### config.mk
export PLATFORM = sky130hd
export DESIGN_NAME = umfv_mul
export DESIGN_NICKNAME = d
export VERILOG_FILES = /design/src/hdl/umfv_pkg.sv /design/src/hdl/umfv_mul.sv
export SDC_FILE = /design/constraint.sdc
export NUM_CORES = 2
export LEC_CHECK = 0
export ABC_AREA = 0
export BUFFER_PORTS_ARGS = -buffer_cell sky130_fd_sc_hd__buf_2
export CORE_UTILIZATION = 60
export DETAILED_ROUTE_END_ITERATION = 6
export PLACE_DENSITY = 0.85
export SLEW_MARGIN = 5
export SYNTH_ARGS = -nofsm -noshare
export SYNTH_HDL_FRONTEND = slang
export SYNTH_SLANG_ARGS = --single-unit
export TNS_END_PERCENT = 50
### constraint.sdc
create_clock -name clk -period 9.7 [get_ports clk]
set_input_delay 1.455 -clock clk [delete_from_list [all_inputs] [get_ports clk]]
set_output_delay 1.455 -clock clk [all_outputs]
set_load 0.005 [all_outputs]
### src/hdl/umfv_pkg.sv
`default_nettype none
// ----------------------------------------------------------------------------
// umfv_pkg
// Shared types, constants and helpers for the momentum four-vector generator.
// ----------------------------------------------------------------------------
package umfv_pkg;

    localparam int NUM_SPECIES  = 8;
    localparam int IDX_W        = 3;
    localparam int CORDIC_STEPS = 32;
    localparam int SQRT_STEPS   = 33;

    localparam logic signed [32:0] CORDIC_X0 = 33'sd652032874;
    localparam logic signed [32:0] Q30_ONE   = 33'sd1073741824;
    localparam logic signed [66:0] MAG_MAX   = 67'sd4294967295;
    localparam logic signed [66:0] RND_HALF  = 67'sd536870912;

    localparam logic [2:0] REG_MOM_MIN    = 3'd0;
    localparam logic [2:0] REG_MOM_SPAN   = 3'd1;
    localparam logic [2:0] REG_THETA_MIN  = 3'd2;
    localparam logic [2:0] REG_THETA_SPAN = 3'd3;
    localparam logic [2:0] REG_PHI_MIN    = 3'd4;
    localparam logic [2:0] REG_PHI_SPAN   = 3'd5;
    localparam logic [2:0] REG_SPC_COUNT  = 3'd6;

    localparam logic MODE_LOAD = 1'b0;
    localparam logic MODE_GEN  = 1'b1;

    typedef enum logic [4:0] {
        S_IDLE, S_P, S_TH, S_PH, S_IDX, S_CT, S_CT_W, S_CP, S_CP_W,
        S_MPT, S_MPZ, S_MPX, S_MPY, S_MM, S_MP2, S_SQ, S_SQ_W, S_OUT
    } state_t;

    typedef struct packed {
        logic               done;
        logic signed [31:0] cos_v;
        logic signed [31:0] sin_v;
    } cordic_res_t;

    // atan(2^-i) as a turn fraction times 2^32
    function automatic logic [31:0] atan_turn(input logic [4:0] i);
        logic [31:0] v;
        unique case (i)
            5'd0:  v = 32'd536870912;
            5'd1:  v = 32'd316933406;
            5'd2:  v = 32'd167458907;
            5'd3:  v = 32'd85004756;
            5'd4:  v = 32'd42667331;
            5'd5:  v = 32'd21354465;
            5'd6:  v = 32'd10679838;
            5'd7:  v = 32'd5340245;
            5'd8:  v = 32'd2670163;
            5'd9:  v = 32'd1335087;
            5'd10: v = 32'd667544;
            5'd11: v = 32'd333772;
            5'd12: v = 32'd166886;
            5'd13: v = 32'd83443;
            5'd14: v = 32'd41722;
            5'd15: v = 32'd20861;
            5'd16: v = 32'd10430;
            5'd17: v = 32'd5215;
            5'd18: v = 32'd2608;
            5'd19: v = 32'd1304;
            5'd20: v = 32'd652;
            5'd21: v = 32'd326;
            5'd22: v = 32'd163;
            5'd23: v = 32'd81;
            5'd24: v = 32'd41;
            5'd25: v = 32'd20;
            5'd26: v = 32'd10;
            5'd27: v = 32'd5;
            5'd28: v = 32'd3;
            5'd29: v = 32'd1;
            5'd30: v = 32'd1;
            default: v = 32'd0;
        endcase
        return v;
    endfunction

    // round(prod / 2^30) with half added, then clamp to +-(2^32-1)
    function automatic logic signed [32:0] q30_round(input logic signed [66:0] prod);
        logic signed [66:0] sh;
        logic signed [32:0] r;
        sh = (prod + RND_HALF) >>> 30;
        if (sh > MAG_MAX)
            r = 33'sh0FFFFFFFF;
        else if (sh < -MAG_MAX)
            r = -33'sh0FFFFFFFF;
        else
            r = sh[32:0];
        return r;
    endfunction

endpackage
`default_nettype wire

### src/hdl/umfv_mul.sv
`default_nettype none
// ----------------------------------------------------------------------------
// umfv_mul
// Shared signed multiplier with registered product.
// ----------------------------------------------------------------------------
module umfv_mul
    import umfv_pkg::*;
(
    input  wire logic               clk,
    input  wire logic signed [33:0] a,
    input  wire logic signed [32:0] b,
    output logic signed [66:0]      prod
);

    logic signed [66:0] prod_reg;

    always_ff @(posedge clk)
    begin
        prod_reg <= 67'(a) * 67'(b);
    end

    assign prod = prod_reg;

endmodule
`default_nettype wire

## Word level (Yosys, flattened, before mapping)

Cells that the tools add are included.

| word-level totals | value |
|---|---|
| logic and storage cells | 2 |
| output and inout port bits | 67 |
| memory bits (writable) | 0 |
| memories kept | 0 |
| ROM bits | 0 |
| bits in latches | 0 |
| register bits | 67 |

| cells by class | value |
|---|---|
| magnitude comparators | 0 |
| bitwise operators | 0 |
| reduce and logical (&&, ||, !) cells | 0 |
| equality and inequality tests | 0 |
| muxes and demuxes | 0 |
| $add $sub $neg | 0 |
| shift operators | 0 |
| $mul | 1 |
| div/mod/pow operators | 0 |

Operators by type and width:

| operator | number |
|---|---|
| $mul 34x33->67 | 1 |

## Depth between registers and ports, before layout

| depth | value |
|---|---|
| depth after elaboration | 1 |
| mapped depth | 30 |
| depth with buffers taken out | 28 |

## Worst setup path before layout

No wires, ideal clock.

| timing | value |
|---|---|
| kind | in2reg |
| from | in a[33] |
| to | reg prod_reg[63] (netlist: prod[63]) |
| data required time | 9638 ps |
| stages on the path | 24 |
| path slack | 739 ps |
| arrival time | 8899 ps |
| path buffers | 2 |
| setup time | 62 ps |
| cells stage by stage | clkbuf_1 -> nand2_1 -> inv_1 -> fa_1 -> fa_1 -> fa_1 -> inv_1 -> fa_1 -> fa_1 -> fa_1 -> fa_1 -> fa_1 -> inv_1 -> ha_1 -> clkbuf_1 -> and3_1 -> and2_1 -> and4_1 -> a2111oi_4 -> o31ai_2 -> a311oi_4 -> o32ai_1 -> or4_1 -> nand3_1 |

| on the way | value |
|---|---|
| word-level cells in the longest chain between the ends | 1 |

RTL lines:

| element | line | source |
|---|---|---|
| start: declaration | umfv_mul.sv:10 | `input wire logic signed [33:0] a,` |
| $mul 34x33->67 | umfv_mul.sv:19 | `prod_reg <= 67'(a) * 67'(b);` |
| end signal: assignment | umfv_mul.sv:19 |  |
| end: declaration | umfv_mul.sv:15 | `logic signed [66:0] prod_reg;` |

Every way passes these cells.

## Worst setup path after layout

| timing | value |
|---|---|
| from | in b[9] |
| to | reg prod_reg[63] (netlist: prod[63]) |

| on the way | value |
|---|---|
| word-level cells in the longest chain between the ends | 1 |

RTL lines:

| element | line | source |
|---|---|---|
| start: declaration | umfv_mul.sv:11 | `input wire logic signed [32:0] b,` |
| $mul 34x33->67 | umfv_mul.sv:19 |  |

Every way passes these cells.

==> summary.md <==
| Metric | Value |
|---|---|
| CTS max path bufs | `2` |
| Vias | `29821` |
| Setup crit start | `b[9]` |
| Cell count after synthesis | `4398` |
| Crit Path Max Fanout | `34` |
| Min cycle time layout | `9.50 ns` |
| Max Cap Viol | `0` |
| Dpl cells | `5296` |
| Non-Filler Instances | `5312` |
| Critical Path Slowest Stage Cell | `buf_2` |
| RSZ-0062 raised after global routing | `false` |
| Global-route wire length before repair | `175 mm` |
| Yosys top cell area share | `0.570` |
| Synth Flop Type | `dfxtp_1` |
| Mux cell area share after synthesis | `0.000757` |
| Worst hold path class | `primary input to flop` |
| Post-synth EDFFs | `0` |
| Fmax | `105 MHz` |
| Reg area | `0.00134 sq mm` |
| Antenna viol nets, final | `0` |
| CP dominant cell by count | `fa_1` |
| Via-to-Cell Ratio | `5.61` |
| Core area | `0.0676 sq mm` |
| CP arrival | `9.85 ns` |
| Layout cells sized above 1 | `0.0667` |
| GRT Overall Usage | `0.327` |
| Die Span Y | `264 microns` |
| Run status | `completed` |
| Rel. slew slack | `0.405` |
| Residual DRC count | `0` |
| Detail Placement HPWL | `89.6 mm` |
| Clock Sinks | `67` |
| Antenna violations before repair | `6` |
| WL/cell | `20.2 microns` |
| Buffers on Ports | `134` |
| Die width | `264 microns` |
| Footprint of the multi-input gates | `0.0347 sq mm` |
| Final hold vios | `0` |
| Ports | `135` |
| Clk slew on worst S/H paths | `0.07 ns` |
| WP buf/inv | `7` |
| Synth Area in Adders | `0.636` |
| Crit end category | `flop` |
| Startpoint types | `primary input` |
| Critical path class | `primary input to flop` |
| Delay-heaviest family, CP | `adder cells` |
| GRT overflow | `0` |
| Final Max Slew Viols | `0` |
| Largest net degree at the start of global routing | `35` |
| Max reg flops | `67` |
| YS warnings | `0` |
| Drt total wl | `107 mm` |
| Syn_area_per_cell | `9.39 sq um` |
| Filler cells | `5206` |
| Vias in the first global route | `33673` |
| Starting Density | `0.611` |
| Top cells by count, synth | `1176 x fa_1, 1165 x inv_1, 578 x nand2_1, 551 x and2_1, 228 x clkbuf_1` |
| Initial drt markers | `2249` |
| Top post-synthesis cells by area | `fa_1 57%, inv_1 11%, and2_1 8.3%` |
| Final nets | `5897` |
| # rows | `95` |
| Flops & latches, synth | `67` |
| Post-synth top area cell | `fa_1` |
| Slew of the pin with the lowest slew margin | `0.892 ns` |
| CTS resizes | `0` |
| CTS tree | `done` |
| RD Place Congestion | `0.971` |
| Hold buffers post-CTS | `0` |
| CTS Buf Count | `9` |
| Tcrit/Tclk final | `0.980` |
| Most frequent cell after synthesis | `fa_1` |
| CP Data Required Time | `10.04 ns` |
| Hold Crit Start | `a[0]` |
| Htree depth | `3` |
| Die Area | `0.0699 sq mm` |
| Xor/xnor cell area share of the yosys netlist | `0.0151` |
| Simple-gate share of the synthesized area | `0.152` |
| Post-synthesis compound-gate area fraction | `0.0357` |
| Post-CTS Setup Inserts | `0` |
| Count of final setup violators | `0` |
| Asr flop ratio synth | `0` |
| Mapped cell area | `0.0413 sq mm` |
| Clock root cell | `clkbuf_16` |
| Pre-Repair DR Iteration Count | `5` |
| Worst path max stage delay | `0.67 ns` |
| Syn Nets | `5861` |
| Largest family of logic cells by synthesized area | `adder cells` |
| Synth-to-Final Area Change | `5.16%` |
| Distinct cells, synth | `63` |
| Sequential share of the synthesized area | `0.0325` |
==> stage by stage <==
step	setup TNS, ns	utilization	hold WS (ns)	worst slack, ns	cell area (sq um)
floorplan	0	-	1.58	0.739	41300
global placement	0	0.638	1.83	0.151	43100
detailed placement	-0.0191	0.638	1.83	-0.0191	43100
CTS	0	0.642	1.70	0.379	43400
global route	0	0.642	1.72	0.00262	43400
finish	0	0.642	1.72	0.198	43400
==> worst paths after layout <==
kind                            to  cells past startpoint
setup / recovery  prod[63]$_DFF_P_                     25
hold / removal     prod[0]$_DFF_P_                      3
==> cell usage in the layout (no fill, tap or decap), types with 13 or more instances in the layout <==
cell	count
fa_1	1176
xor2_1	17
a21oi_1	62
xnor2_1	54
dfxtp_1	67
buf_4	122
nand2b_1	13
o21ai_0	30
buf_2	134
inv_1	1165
nor2_1	59
and2_1	551
o21bai_1	13
a21o_1	34
nand2_1	578
ha_1	219
==> cells by family (layout without fill, tap and decap cells) <==
group / count (synthesis) / after routing
xor gates and xnor gates: 71 / 71
adders and majority gates: 1395 / 1395
other: 0 / 2
buffers and inverters: 1398 / 1437
and+or+nand+nor: 1260 / 1260
AOI/OAI and AO/OA: 204 / 204
DFF: 67 / 67
muxes: 3 / 3
==> per-layer routing <==
metal | share of wire | GRT usage | up-vias
met2 | 0.50 | 0.555 | 1547
met3 | 0.079 | 0.0554 | 480
met4 | 0.085 | 0.234 | 6
met1 | 0.34 | 0.378 | 15305
li1 | - | - | 12483
met5 | 0.00032 | 0 | -
==> cell type report <==
class | count | share of cell area
multi-input combinational | 2933 | 0.799
inverter | 1166 | 0.101
clock inverter | 2 | 0.000807
tap | 873 | 0.0252
antenna | 2 | 0.000115
clock buffer | 12 | 0.00614
sequential | 67 | 0.0309
timing repair buffer | 257 | 0.0370
Power is not shown: default switching activity piles up to over one toggle a cycle in this logic, so the estimate is an artifact.
