**src/hdl/umfv_pkg.sv**
```systemverilog
`default_nettype none
// ----------------------------------------------------------------------------
// umfv_pkg
// Shared types, constants and helpers for the momentum four-vector generator.
// ----------------------------------------------------------------------------
package umfv_pkg;

    localparam int NUM_SPECIES  = 8;
    localparam int IDX_W        = 3;
    localparam int CORDIC_STEPS = 32;
    localparam int SQRT_STEPS   = 33;

    localparam logic signed [32:0] CORDIC_X0 = 33'sd652032874;
    localparam logic signed [32:0] Q30_ONE   = 33'sd1073741824;
    localparam logic signed [66:0] MAG_MAX   = 67'sd4294967295;
    localparam logic signed [66:0] RND_HALF  = 67'sd536870912;

    localparam logic [2:0] REG_MOM_MIN    = 3'd0;
    localparam logic [2:0] REG_MOM_SPAN   = 3'd1;
    localparam logic [2:0] REG_THETA_MIN  = 3'd2;
    localparam logic [2:0] REG_THETA_SPAN = 3'd3;
    localparam logic [2:0] REG_PHI_MIN    = 3'd4;
    localparam logic [2:0] REG_PHI_SPAN   = 3'd5;
    localparam logic [2:0] REG_SPC_COUNT  = 3'd6;

    localparam logic MODE_LOAD = 1'b0;
    localparam logic MODE_GEN  = 1'b1;

    typedef enum logic [4:0] {
        S_IDLE, S_P, S_TH, S_PH, S_IDX, S_CT, S_CT_W, S_CP, S_CP_W,
        S_MPT, S_MPZ, S_MPX, S_MPY, S_MM, S_MP2, S_SQ, S_SQ_W, S_OUT
    } state_t;

    typedef struct packed {
        logic               done;
        logic signed [31:0] cos_v;
        logic signed [31:0] sin_v;
    } cordic_res_t;

    // atan(2^-i) as a turn fraction times 2^32
    function automatic logic [31:0] atan_turn(input logic [4:0] i);
        logic [31:0] v;
        unique case (i)
            5'd0:  v = 32'd536870912;
            5'd1:  v = 32'd316933406;
            5'd2:  v = 32'd167458907;
            5'd3:  v = 32'd85004756;
            5'd4:  v = 32'd42667331;
            5'd5:  v = 32'd21354465;
            5'd6:  v = 32'd10679838;
            5'd7:  v = 32'd5340245;
            5'd8:  v = 32'd2670163;
            5'd9:  v = 32'd1335087;
            5'd10: v = 32'd667544;
            5'd11: v = 32'd333772;
            5'd12: v = 32'd166886;
            5'd13: v = 32'd83443;
            5'd14: v = 32'd41722;
            5'd15: v = 32'd20861;
            5'd16: v = 32'd10430;
            5'd17: v = 32'd5215;
            5'd18: v = 32'd2608;
            5'd19: v = 32'd1304;
            5'd20: v = 32'd652;
            5'd21: v = 32'd326;
            5'd22: v = 32'd163;
            5'd23: v = 32'd81;
            5'd24: v = 32'd41;
            5'd25: v = 32'd20;
            5'd26: v = 32'd10;
            5'd27: v = 32'd5;
            5'd28: v = 32'd3;
            5'd29: v = 32'd1;
            5'd30: v = 32'd1;
            default: v = 32'd0;
        endcase
        return v;
    endfunction

    // round(prod / 2^30) with half added, then clamp to +-(2^32-1)
    function automatic logic signed [32:0] q30_round(input logic signed [66:0] prod);
        logic signed [66:0] sh;
        logic signed [32:0] r;
        sh = (prod + RND_HALF) >>> 30;
        if (sh > MAG_MAX)
            r = 33'sh0FFFFFFFF;
        else if (sh < -MAG_MAX)
            r = -33'sh0FFFFFFFF;
        else
            r = sh[32:0];
        return r;
    endfunction

endpackage
`default_nettype wire

```
**src/hdl/umfv_sqrt.sv**
```systemverilog
`default_nettype none
// ----------------------------------------------------------------------------
// umfv_sqrt
// Bit-pair restoring integer square root, floor, one result bit per cycle.
// ----------------------------------------------------------------------------
module umfv_sqrt
    import umfv_pkg::*;
(
    input  wire logic        clk,
    input  wire logic        rst_n,
    input  wire logic        start,
    input  wire logic [64:0] rad,
    output logic             done,
    output logic [32:0]      root
);

    logic [65:0] rad_reg;
    logic [36:0] rem_reg;
    logic [32:0] root_reg;
    logic [5:0]  cnt_reg;
    logic        busy_reg, done_reg;

    logic [36:0] rem_sh, trial;

    assign rem_sh = {rem_reg[34:0], rad_reg[65:64]};
    assign trial  = {2'b00, root_reg, 2'b01};

    always_ff @(posedge clk or negedge rst_n)
    begin
        if (!rst_n)
        begin
            busy_reg <= 1'b0;
            done_reg <= 1'b0;
            cnt_reg  <= '0;
        end
        else
        begin
            done_reg <= busy_reg && (cnt_reg == 6'(SQRT_STEPS - 1));
            if (start)
            begin
                busy_reg <= 1'b1;
                cnt_reg  <= '0;
            end
            else if (busy_reg)
            begin
                cnt_reg <= cnt_reg + 6'd1;
                if (cnt_reg == 6'(SQRT_STEPS - 1))
                    busy_reg <= 1'b0;
            end
        end
    end

    always_ff @(posedge clk)
    begin
        if (start)
        begin
            rad_reg  <= {1'b0, rad};
            rem_reg  <= '0;
            root_reg <= '0;
        end
        else if (busy_reg)
        begin
            rad_reg <= {rad_reg[63:0], 2'b00};
            if (rem_sh >= trial)
            begin
                rem_reg  <= rem_sh - trial;
                root_reg <= {root_reg[31:0], 1'b1};
            end
            else
            begin
                rem_reg  <= rem_sh;
                root_reg <= {root_reg[31:0], 1'b0};
            end
        end
    end

    assign done = done_reg;
    assign root = root_reg;

endmodule
`default_nettype wire

```
**config.mk**
```make
export PLATFORM = sky130hd
export DESIGN_NAME = umfv_sqrt
export DESIGN_NICKNAME = d
export VERILOG_FILES = /design/src/hdl/umfv_pkg.sv /design/src/hdl/umfv_sqrt.sv
export SDC_FILE = /design/constraint.sdc
export NUM_CORES = 1
export LEC_CHECK = 0
export BUFFER_PORTS_ARGS = -buffer_cell sky130_fd_sc_hd__buf_2
export CAP_MARGIN = 30
export CORE_MARGIN = 2
export CORE_UTILIZATION = 50
export CTS_BUF_LIST = sky130_fd_sc_hd__clkbuf_4 sky130_fd_sc_hd__clkbuf_8 sky130_fd_sc_hd__clkbuf_16
export DETAILED_ROUTE_END_ITERATION = 7
export PLACE_DENSITY = 0.79
export SYNTH_ARGS = -nofsm -noshare
export SYNTH_HDL_FRONTEND = slang
export SYNTH_SLANG_ARGS = --single-unit
```
**constraint.sdc**
```tcl
create_clock -name clk -period 6.9 [get_ports clk]
set_input_delay 0.69 -clock clk [delete_from_list [all_inputs] [get_ports clk]]
set_output_delay 0.69 -clock clk [all_outputs]
set_load 0.005 [all_outputs]
```
# --- After elaboration in Yosys (flattened, before gate mapping) ---
# Index checks and enable logic that the tools add are counted.
classes:
  addsub: 2
  multipliers: 0
  div_mod_pow: 0
  order_cmp: 1
  n_eq_ne: 1
  shift: 0
  n_mux: 9
  bitwise: 0
  reduce_logical: 2
ops:
  columns: ["operator", "n"]
  rows:
  - ["$mux 65", 2]
  - ["$ge 37x35->1", 1]
  - ["$mux 35", 1]
  - ["$sub 35x35->35", 1]
  - ["$mux 6", 2]
  - ["$add 6x1->6 const B", 1]
  - ["$eq 6x6->1 const B", 1]
  - ["$mux 1", 4]
  - ["$reduce_bool 2->1", 1]
  - ["$logic_and 1x1->1", 1]
totals:
  reg_bits: 142
  latch_bits: 0
  ramBits: 0
  romBits: 0
  input_bits: 68
  out_inout_bits: 34
  word_cells: 22
  mem_count: 0

# --- Logic depth before layout (Yosys ltp) ---
depth:
  word_depth: 4
  ltp_mapped: 14
  depth_no_buf: 11

# --- Worst setup path before layout ---
# Ideal clock, no wire load.
synth_timing:
  path_type: "input port to flip-flop"
  startpoint: "in start"
  endpoint: "reg rad_reg[0], enable pin"
  setup_time_ps: 419
  arrival_time_ps: 2759
  t_required_ps: 6481
  setup_slack_ps: 3723
  stages: 5
  path_buffers: 3
  cell_sequence: "clkbuf_1 -> clkbuf_1 -> nor2_1 -> clkbuf_1 -> inv_1"
synth_via:
  elab_chain_cells: 1
synth_rtl:
  columns: ["item", "line_no", "source"]
  rows:
  - ["start, declared", "umfv_sqrt.sv:11", "input wire logic start,"]
  - ["$reduce_bool 2->1 (no line)", null, null]
  - ["end signal, assigned", "umfv_sqrt.sv:57", "rad_reg <= {1'b0, rad};"]
  - ["end signal, assigned", "umfv_sqrt.sv:63", "rad_reg <= {rad_reg[63:0], 2'b00};"]
  - ["end, declared", "umfv_sqrt.sv:17", "logic [65:0] rad_reg;"]
# No other way between the ends.
# A chain may end at the register's enable or synchronous reset.

# --- Final worst setup path ---
layout_timing:
  startpoint: "reg root_reg[14], in the netlist root[14]"
  endpoint: "reg rem_reg[17]"
layout_via:
  elab_chain_cells: 2
  elab_cells_between_ends: 3
  cone_classes: "add/sub: 1; order compare: 1; mux: 1"
layout_rtl:
  columns: ["item", "line_no", "source"]
  rows:
  - ["start, declared", "umfv_sqrt.sv:19", "logic [32:0] root_reg;"]
  - ["start signal, assigned", "umfv_sqrt.sv:67", "root_reg <= {root_reg[31:0], 1'b1};"]
  - ["start signal, assigned", "umfv_sqrt.sv:72", "root_reg <= {root_reg[31:0], 1'b0};"]
  - ["$sub 35x35->35 or $ge 37x35->1 (tied branches)", "umfv_sqrt.sv:66, umfv_sqrt.sv:64", null]
  - ["$mux 35 (*)", "umfv_sqrt.sv:64", "if (rem_sh >= trial)"]
  - ["end signal, assigned", "umfv_sqrt.sv:66", "rem_reg <= rem_sh - trial;"]
  - ["end signal, assigned", "umfv_sqrt.sv:71", "rem_reg <= rem_sh;"]
  - ["end, declared", "umfv_sqrt.sv:18", "logic [36:0] rem_reg;"]
# Every way passes the cells marked *; elsewhere a longest branch is shown, timed or not.

==> impl_metrics.py <==
metrics = {
    "timing": {
        "post-route-period-util_pct": 53.3,
        "min_period_ns": 3.67,
        "worstMarginPinSlew_ns": 0.792,
        "hold_viol": 0,
        "fmax_mhz": 272,
        "setup_viol": 0,
        "drv_slew": 0,
        "grt_setup_unrepaired": "no",
        "slew-limit-headroom_pct": 47.2,
        "finalSetupTns_ns": 0,
        "fin_skew_ns": 0.00877,
    },
    "global_route": {
        "grt_max_degree": 67,
        "grt.overflow.total": 0,
        "grt_pass1_wl_um": 27300,
        "grt_pass1_vias": 5757,
        "grt.total_usage_pct": 20.8,
        "grt_antenna_before_repair": 0,
    },
    "finish": {
        "drive_above_1_share_pct": 24.4,
        "num_antenna_cells": 0,
        "largest_register_ffs": 66,
        "area_growth_pct": 15.5,
        "final_core_util_pct": 58.9,
        "nets": 965,
    },
    "critical_path": {
        "path_class": "flip-flop to flip-flop",
        "start_kind": "flip-flop",
        "crit_path_start": "root[14]$_SDFFE_PP0P_",
        "worst-path-buf-inv": 2,
        "worstPathCellList": "inv_1 -> ha_1 -> a21oi_1 -> o21ai_0 -> a2111oi_1 -> a2111oi_2 -> nor3_1 -> or2_1 -> buf_4 -> nand2_1 -> a311oi_1",
        "r2r_start": "root[14]$_SDFFE_PP0P_",
        "cp_max_fo": 19,
        "crit_family": "compound AO/OA/AOI/OAI gates",
        "cp.arrival_ns": 4.00,
        "crit_required_ns": 7.23,
        "crit_slowest_cell": "a2111oi_1",
        "endpoint_kind": "flip-flop",
        "max_stage_delay_ns": 0.54,
    },
    "pwr": {
        "p_clk_share_pct": 23.5,
        "ir_drop_mv": 0.240,
        "p_switching_mw": 1.44,
        "power.density_nw_per_um2": 410,
        "p_sw_share_pct": 39.3,
        "power_leakage_nw": 3.98,
        "p_seq_share_pct": 29.8,
        "comb_power_share_pct": 46.7,
        "p_int_mw": 2.22,
    },
    "yosys": {
        "ys_warn_count": 0,
        "synth_cell_type_count": 56,
        "yosysSeqAreaShare_pct": 45.8,
        "syn_inst": 776,
        "yosys.area.top_type": "edfxtp_1",
        "ys.flop_type": "dfxtp_1",
        "synth_seq_cells": 142,
        "synth_common_cells": "nand2_1 (82), nor2_1 (80), dfxtp_1 (69)",
        "synth_area_leaders": "edfxtp_1 (25%), dfxtp_1 (18%), mux2_2 (9.3%)",
        "synth.top_cell.area_share_pct": 25.3,
        "async_flop_share_pct": 5.63,
        "synth_edf_count": 65,
        "yosysMostFrequentCell": "nand2_1",
        "syn_area_sq_um": 7720,
        "syn_avg_cell_area_sq_um": 9.95,
        "syn-num-nets": 881,
    },
    "status": {
        "status": "finished, final reports clean",
    },
    "clock_tree": {
        "path_clk_slew_ns": 0.06,
        "cts_hold_buf": 0,
        "numCtsBuffers": 17,
        "cts_tree": "yes",
        "clkLatencyLatePin_ns": 0.43,
        "cts_sinks": 142,
        "htreeDepth": 4,
        "clk_path_buf_depth": 2,
        "cts_root_buf": "clkbuf_16",
        "cts_setup_buffers": 0,
        "cts_resized": 0,
    },
    "floorplanning": {
        "floorplan.rows": 45,
        "num_io_pins": 102,
        "start_util_pct": 51.0,
        "die_h_um": 128,
        "die_w_um": 128,
        "dieArea_sq_um": 16400,
        "core_area_sq_um": 15100,
    },
    "drt": {
        "via_per_inst": 5.54,
        "vias": 5876,
        "drt-total-wl_um": 16300,
        "drt_iter0_markers": 399,
        "drcViolationCount": 0,
        "drtAntennaViolNets": 0,
        "post_drt_wl_per_cell_um": 15.4,
        "first_pass_iters": 5,
    },
    "run": {
        "max_cap_violations": 0,
    },
    "placed_design": {
        "gp_congestion": 0.914,
        "port_buffers": 101,
        "place_hpwl_um": 11400,
    },
    "worst_hold_path": {
        "min_path_type": "input pin to asynchronous set/reset pin",
    },
}
cell families after synthesis:
family	after synthesis	synth area share [%]
AND/OR/NAND/NOR	218	12.2
AO/OA/AOI/OAI	152	13.2
flip-flops	142	45.8
multiplexers	104	14.5
buffers and inverters	91	4.64
adder cells (fa/ha/maj)	37	6.00
XOR/XNOR	32	3.63
stage by stage:
stage | total power, mW | instances | instance area (sq um) | hold slack [ns] | setup WS (ns)
global route | 3.92 | 1061 | 8920 | 0.0882 | 2.87
floorplan | 2.44 | 776 | 7720 | 0.394 | 3.72
global placement | 2.75 | 1028 | 8330 | 0.453 | 3.30
finish | 3.66 | 1061 | 8920 | 0.0999 | 3.23
detailed placement | 2.79 | 1029 | 8360 | 0.457 | 3.24
CTS | 3.66 | 1061 | 8920 | 0.0807 | 3.23
final timing paths:
check | to | slack, ns | depth (start not counted)
min in group clk | rem_reg[34]$_SDFFE_PP0P_ | 0.48 | 2
min | cnt_reg[4]$_DFFE_PN0P_ | 0.1 | 1
max in group asynchronous | busy_reg$_DFF_PN0_ | 6.61 | 1
max | rem_reg[17]$_SDFFE_PP0P_ | 3.23 | 11
min reg2reg | rem_reg[34]$_SDFFE_PP0P_ | 0.48 | 2
max reg2reg | rem_reg[17]$_SDFFE_PP0P_ | 3.23 | 11
metal layers:
| layer | vias up | global-route usage, % | wire length [um] |
|---|---|---|---|
| li1 | 2956 | - | - |
| met1 | 2748 | 26.9 | 7440 |
| met2 | 143 | 32.3 | 7500 |
| met3 | 29 | 6.72 | 1020 |
| met4 | 0 | 8.60 | 357 |
| met5 | - | 0 | 0 |
placed cells by master, fill, tap and decap left out, types with 2 or more instances in the layout:
cell type	instances
a211oi_1	7
a21bo_2	2
a21o_1	11
a21oi_1	42
a311oi_1	23
a31oi_1	5
a32oi_1	3
a41oi_1	2
and2_1	7
and3_1	5
buf_2	100
buf_4	7
clkbuf_16	17
clkinv_4	4
dfrtp_1	7
dfxtp_1	69
edfxtp_1	65
ha_1	37
inv_1	47
inv_6	6
inv_8	2
mux2_2	64
mux2i_1	40
nand2_1	82
nand2b_1	4
nand3_1	11
nand4_1	9
nor2_1	79
nor2b_1	2
nor3_1	10
o211ai_1	3
o21a_1	3
o21ai_0	30
o21bai_1	5
o31ai_1	3
or3_1	2
xnor2_1	20
xor2_1	12
final cells by class:
type / count / area [sq um]
clock buffer: 18 / 433
clock inverter: 14 / 121
fill: 1275 / 6230
inverter: 48 / 180
multi-input combinational: 543 / 3830
sequential: 142 / 3540
tap: 188 / 235
timing repair buffer: 108 / 581
power by group through the flow:
stage	clock network [mW]	registers [mW]	logic, mW
floorplan	0	1.08	1.35
global placement	0	1.10	1.65
detailed placement	0	1.11	1.68
CTS	0.879	1.09	1.69
global route	0.915	1.11	1.90
finish	0.860	1.09	1.71
(Power assumes the default switching activity.)
